--- config.mk ---
export PLATFORM = sky130hd
export DESIGN_NAME = qrm_div
export DESIGN_NICKNAME = d
export VERILOG_FILES = /design/src/sv/qrm_pkg.sv /design/src/sv/qrm_div.sv
export SDC_FILE = /design/constraint.sdc
export NUM_CORES = 2
export LEC_CHECK = 0
export BUFFER_PORTS_ARGS = -buffer_cell sky130_fd_sc_hd__buf_2
export CORE_MARGIN = 5
export CORE_UTILIZATION = 57
export DETAILED_ROUTE_END_ITERATION = 7
export PLACE_DENSITY = 0.73
export SYNTH_ARGS = -nofsm -noshare
export SYNTH_HDL_FRONTEND = slang
export SYNTH_SLANG_ARGS = --single-unit
export TNS_END_PERCENT = 20
--- constraint.sdc ---
create_clock -name clk -period 4.38 [get_ports clk]
set_input_delay 0.219 -clock clk [delete_from_list [all_inputs] [get_ports clk]]
set_output_delay 0.219 -clock clk [all_outputs]
set_load 0.03 [all_outputs]
--- src/sv/qrm_pkg.sv ---
package qrm_pkg;

	localparam int QW = 16;
	localparam int NW = 33;
	localparam int QBITS = 16;
	localparam logic [QW-1:0] MIN_NORM_RST = 16'd16;
	localparam logic [QBITS-1:0] ONE_Q14 = 16'd16384;

	typedef struct packed {
		logic signed [QW-1:0] quat_w;
		logic signed [QW-1:0] quat_x;
		logic signed [QW-1:0] quat_y;
		logic signed [QW-1:0] quat_z;
	} quat_t;

	typedef struct packed {
		logic valid_res;
		logic signed [15:0] r00;
		logic signed [15:0] r01;
		logic signed [15:0] r02;
		logic signed [15:0] r10;
		logic signed [15:0] r11;
		logic signed [15:0] r12;
		logic signed [15:0] r20;
		logic signed [15:0] r21;
		logic signed [15:0] r22;
	} mat_t;

endpackage

--- src/sv/qrm_div.sv ---
module qrm_div (
	input  logic                    clk,
	input  logic signed [34:0]      num,
	input  logic [qrm_pkg::NW-1:0]  den,
	output logic signed [15:0]      res
);
	import qrm_pkg::*;

	localparam int ST = QBITS + 1;

	logic [NW:0]    rem_q [ST+1];
	logic [NW:0]    d2_q  [ST+1];
	logic [QBITS:0] quo_q [ST+1];
	logic           neg_q [ST+1];

	logic [34:0] mag;
	assign mag = num[34] ? 35'(-num) : num;

	always_comb begin
		rem_q[0] = (NW+1)'(mag);
		d2_q[0]  = {1'b0, den};
		quo_q[0] = '0;
		neg_q[0] = num[34];
	end

	genvar g;
	generate
		for (g = 0; g < ST; g++) begin : g_st
			logic [NW+1:0] tr;
			logic [NW+1:0] sh;
			logic          ge;
			always_comb begin
				if (g == 0)
					sh = {1'b0, rem_q[g]};
				else
					sh = {rem_q[g], 1'b0};
				tr = sh - {1'b0, d2_q[g]};
				ge = (sh >= {1'b0, d2_q[g]});
			end
			always_ff @(posedge clk) begin
				rem_q[g+1] <= ge ? tr[NW:0] : sh[NW:0];
				quo_q[g+1] <= {quo_q[g][QBITS-1:0], ge};
				d2_q[g+1]  <= d2_q[g];
				neg_q[g+1] <= neg_q[g];
			end
		end
	endgenerate

	// quotient has 16 fraction bits, round half away to 14
	logic [QBITS:0] rq;
	logic [QBITS:0] mq;
	always_comb begin
		rq  = quo_q[ST] + (QBITS+1)'(2);
		mq  = {2'b00, rq[QBITS:2]};
		mq  = (mq > {1'b0, ONE_Q14}) ? {1'b0, ONE_Q14} : mq;
		res = neg_q[ST] ? 16'(-mq) : 16'(mq);
	end

endmodule

# After elaboration in Yosys (flattened, before gate mapping)
# Index checks and enable logic that the tools add are counted.
op_classes:
  add_sub_neg: 19
  magnitude_cmp: 18
  n_mux: 19
ops:
  columns: ["cell", "n"]
  rows:
  - ["34-bit 2-to-1 mux", 17]
  - ["35-bit by 33-bit >= comparator with 1-bit output", 16]
  - ["34-bit by 33-bit subtractor with 34-bit output", 16]
  - ["34-bit by 33-bit >= comparator with 1-bit output", 1]
  - ["34-bit negator", 1]
  - ["17-bit by 2-bit adder with 17-bit output (second input constant)", 1]
  - ["16-bit 2-to-1 mux", 1]
  - ["15-bit negator with 16-bit output", 1]
  - ["15-bit > comparator (second input constant)", 1]
  - ["15-bit 2-to-1 mux", 1]
word_totals:
  regBits: 1242
  input_bits: 69

# Logic depth before layout (Yosys ltp)
depth:
  depth_word: 5
  mapped_depth: 21
  depth_no_buf: 20

# Worst setup path before layout
# Ideal clock, no wire load.
synth_path:
  path_kind: "input-to-reg"
  startpoint: "in num[11]"
  endpoint: "reg rem_q (netlist bit g_st[1].sh[10])"
  setup_ns: 0.121
  t_arrival_ns: 4.445
  setup_slack_ns: -0.186
  stages: 18
  path_cell_list: "or4_1 -> or2_1 -> or4_4 -> or3_4 -> nand2b_4 -> o31ai_1 -> xnor2_1 -> ha_1 -> a21o_1 -> a21o_1 -> a21o_1 -> a21oi_1 -> nor2b_1 -> or3_1 -> a21oi_1 -> nand3_2 -> buf_6 -> mux2_4"
synth_between:
  elab_chain_cells: 4
synth_rtl:
  columns: ["item", "line_no", "text"]
  rows:
  - ["start, declared", "qrm_div.sv:3", "input logic signed [34:0] num,"]
  - ["34-bit negator", "qrm_div.sv:17", "assign mag = num[34] ? 35'(-num) : num;"]
  - ["34-bit 2-to-1 mux (*)", "qrm_div.sv:17", null]
  - ["34-bit by 33-bit >= comparator with 1-bit output (*)", "qrm_div.sv:38", "ge = (sh >= {1'b0, d2_q[g]});"]
  - ["34-bit 2-to-1 mux (*)", "qrm_div.sv:41", "rem_q[g+1] <= ge ? tr[NW:0] : sh[NW:0];"]
  - ["end signal, assigned by index", "qrm_div.sv:41", null]
  - ["end, declared", "qrm_div.sv:11", "logic [NW:0] rem_q [ST+1];"]
# Every way passes the cells marked *; elsewhere a longest branch is shown, timed or not.
# A chain may end at the register's enable or synchronous reset.

# Final worst setup path
layout_path:
  startpoint: "in num[11]"
  endpoint: "reg rem_q (netlist bit g_st[1].sh[31])"
layout_between:
  elab_chain_cells: 4
layout_rtl:
  columns: ["item", "line_no"]
  rows:
  - ["34-bit negator", "qrm_div.sv:17"]
  - ["34-bit 2-to-1 mux (*)", "qrm_div.sv:17"]
  - ["34-bit by 33-bit subtractor with 34-bit output / 34-bit by 33-bit >= comparator with 1-bit output (equally long branches)", "qrm_div.sv:37, qrm_div.sv:38"]
  - ["34-bit 2-to-1 mux (*)", "qrm_div.sv:41"]
# Marks and branches as above.

==> impl_metrics.py <==
metrics = {
    "clock_network": {
        "htree_num_levels": 3,
        "path_clk_slew_ps": 60,
        "clk_path_buf_depth": 3,
        "clock_latency_ps": 710,
        "clkSinkCount": 1174,
        "cts_buffers": 117,
        "tritoncts": "built",
        "cts_root_buf": "clkbuf_16",
    },
    "yosys": {
        "syn_inst": 6436,
        "ys_async_sr_fraction_pct": 0,
        "avgSynthCellArea_sq_um": 8.966,
        "synth_area_sq_um": 57700,
        "yosysWarnings": 0,
        "synth_edf_count": 0,
        "yosys_register_bits": 1174,
        "ys_top_cells_by_area": "dfxtp_1 41%, ha_1 11%, xnor2_1 4.5%",
        "syn_nets": 7050,
        "ys_seq_area_share_pct": 40.73,
        "synth_top_area_cell": "dfxtp_1",
        "synth_top_cell_area_share_pct": 40.73,
        "ys_types": 84,
        "synthFlopType": "dfxtp_1",
    },
    "worst_setup_path": {
        "cp-start-kind": "input pin",
        "crit_type": "in -> reg",
        "crit_top_cell": "a21o_1",
        "cp_slowest_cell": "or4_4",
        "crit_path_end_kind": "register",
        "crit_fanout": 8,
        "crit_path_cell_trace": "buf_2, or4_4, or2_4, or4_4, or3_4, nand2b_4, o31ai_4, xnor2_2, ha_1, a21o_1, a21o_1, a21o_1, a21oi_2, nor2b_1, or3_1, a21oi_2, nand3_4, clkbuf_16, mux2_4",
        "crit_arrival_ps": 4840,
        "critPathMaxStageDelay_ps": 530,
        "cp.required_ps": 4960,
    },
    "pwr": {
        "ir_drop_mv": 0.5211,
        "p_leak_uw": 0.03060,
        "power-per-cell-area_nw_per_um2": 824.4,
    },
    "die": {
        "die_w_um": 328.2,
        "die-area_sq_um": 107700,
        "die_y_um": 328.2,
        "coreArea_sq_um": 100300,
        "core.rowCount": 116,
        "initial_utilization_pct": 57.54,
        "io_pins": 85,
    },
    "grt": {
        "grt.overflow.total": 0,
        "grt_util_all_layers_pct": 23.46,
        "grt_max_degree": 67,
        "grt_antenna_before_repair": 0,
        "grt_pass1_vias": 45420,
        "grt_pass1_wl_um": 211100,
    },
    "drt": {
        "drt-pass1-iter-count": 5,
        "first_iter_violations": 2279,
        "viasPerCell": 5.525,
        "routed_wl_um": 129900,
        "final_antenna_net_count": 0,
        "vias": 45260,
        "drc": 0,
        "wl_per_cell_um": 15.86,
    },
    "outcome": {
        "run_status": "completed",
    },
    "place": {
        "place.gp.congestion": 0.9842,
        "placed_area_sq_um": 60830,
        "port_buffers": 84,
        "dp_hpwl_um": 101500,
    },
    "finish": {
        "antenna_cells": 0,
        "area_growth_pct": 14.06,
        "layout.nets": 7353,
        "stdcell_area_sq_um": 65820,
        "drive_above_1_share_pct": 10.33,
    },
    "worst_hold_path": {
        "hold_class": "in -> reg",
    },
    "sta": {
        "setup-violations-final": 0,
        "fmax_ghz": 0.2344,
        "slew_violations": 0,
        "min_period_ps": 4267,
        "skew_ps": 33.65,
        "finalCritPeriodShare_pct": 97.41,
        "finalHoldViolations": 0,
        "hold_slack_ps": 55.18,
        "worst_pin_slew_ps": 894.9,
        "maxSlewHeadroom_pct": 39.71,
    },
    "job": {
        "maxCapViolCount": 0,
    },
}
[final timing paths]
kind | startpoint | to | slack (ps) | depth (start not counted)
setup reg to reg | d2_q[242] | g_st[11].sh[4] | 380 | 12
hold / removal | num[4] | g_st[1].sh[5] | 60 | 4
setup / recovery | num[11] | g_st[1].sh[31] | 110 | 19
hold reg to reg | quo_q[78] | quo_q[62] | 310 | 0
[per-stage QoR]
step	setup TNS [ps]	cells	total power (uW)	utilization (%)	worst slack, ps
after floorplan	-2109	6436	36960	-	-116.1
after global placement	-11650	7907	43010	60.66	-368.5
after detailed placement	-14320	7907	43590	60.66	-477.1
after CTS	0	8182	54170	65.34	5.478
after global routing	-613.0	8191	58500	65.63	-111.3
final	0	8191	54260	65.63	113.3
[flip-flops by register name, summed over array words and instances (netlist names)]
signal / cells
g_st.sh: 510
quo_q: 152
d2_q: 495
neg_q: 17
[layer usage]
| layer | global-route usage [%] | share of wire [%] | up-vias |
|---|---|---|---|
| met4 | 15.06 | 6.8 | 0 |
| li1 | - | - | 23080 |
| met2 | 46.41 | 53 | 1018 |
| met3 | 2.619 | 3.0 | 431 |
| met1 | 22.88 | 37 | 20730 |
| met5 | 0 | 0 | - |
[Yosys cell counts (51+ instances only)]
| master | count |
|---|---|
| nor2_1 | 358 |
| ha_1 | 530 |
| dfxtp_1 | 1174 |
| xnor2_1 | 296 |
| nand3_1 | 93 |
| nand4_1 | 66 |
| a211oi_1 | 51 |
| o21bai_1 | 52 |
| nand2_1 | 494 |
| nor3_1 | 78 |
| clkbuf_1 | 129 |
| nor2b_1 | 63 |
| a31oi_1 | 55 |
| and3_1 | 58 |
| o21a_1 | 84 |
| a21o_1 | 229 |
| o31ai_1 | 54 |
| mux2_2 | 127 |
| o21ai_0 | 503 |
| a21oi_1 | 508 |
| inv_1 | 677 |
| nand2b_1 | 85 |
| xor2_1 | 175 |
[final cells by class]
type | count | area (sq um)
well taps | 1357 | 1698
flip-flops and latches | 1174 | 23520
fillers | 8128 | 34470
clock buffers | 164 | 3366
repair buffers | 330 | 2653
multi-input cells | 4439 | 31380
inverters | 677 | 2541
clock inverters | 50 | 669.4
[critical path: cells and delay by family]
family	cells	cell delay, ps
adder cells (fa/ha/maj)	1	270
buffers and inverters	2	350
multiplexers	1	300
AND/OR/NAND/NOR	8	2460
XOR/XNOR	1	150
AO/OA/AOI/OAI	6	1100
[what timing repair did]
action                                  CTS  global route
cloned                                    0             3
endpoints found under the setup margin    7            38
pin swaps                                 4            18
resized for setup                        25            37
hold endpoints to repair                 57             0
hold buffers                             57             0
setup buffers                             4             7
[cells in the final DEF, fill, tap and decap left out, drive strengths merged, types with 31 or more instances in the layout]
master and n:
a21o 229, o211ai 37, o31ai 54, clkbuf 167, nor2 358, xnor2 297
mux2 144, a31oi 55, ha 530, buf 270, a21oi 508, o31a 31
nor2b 63, dfxtp 1174, o21ai 505, inv 678, nand3 94, xor2 175
a211oi 51, o21a 84, or3 33, dlygate4sd3 56, o21bai 52, nor3 78
nand2 494, nand4 66, and3 58, nand2b 86
[kinds of logic after synthesis]
logic type               share of synthesized area [%]
buffers and inverters                            5.397
multiplexers                                     3.060
flip-flops                                       40.73
AO/OA/AOI/OAI                                    19.61
adder cells (fa/ha/maj)                          12.01
AND/OR/NAND/NOR                                  12.01
XOR/XNOR                                         7.177
[where the power goes]
| part | switching (uW) | total [uW] | internal (uW) |
|---|---|---|---|
| clock | 4030 | 10100 | 6110 |
| combinational | 15400 | 28000 | 12600 |
| sequential | 1750 | 16100 | 14400 |
| total | 21200 | 54300 | 33000 |
Note: power is estimated with default switching activity, not from simulation.
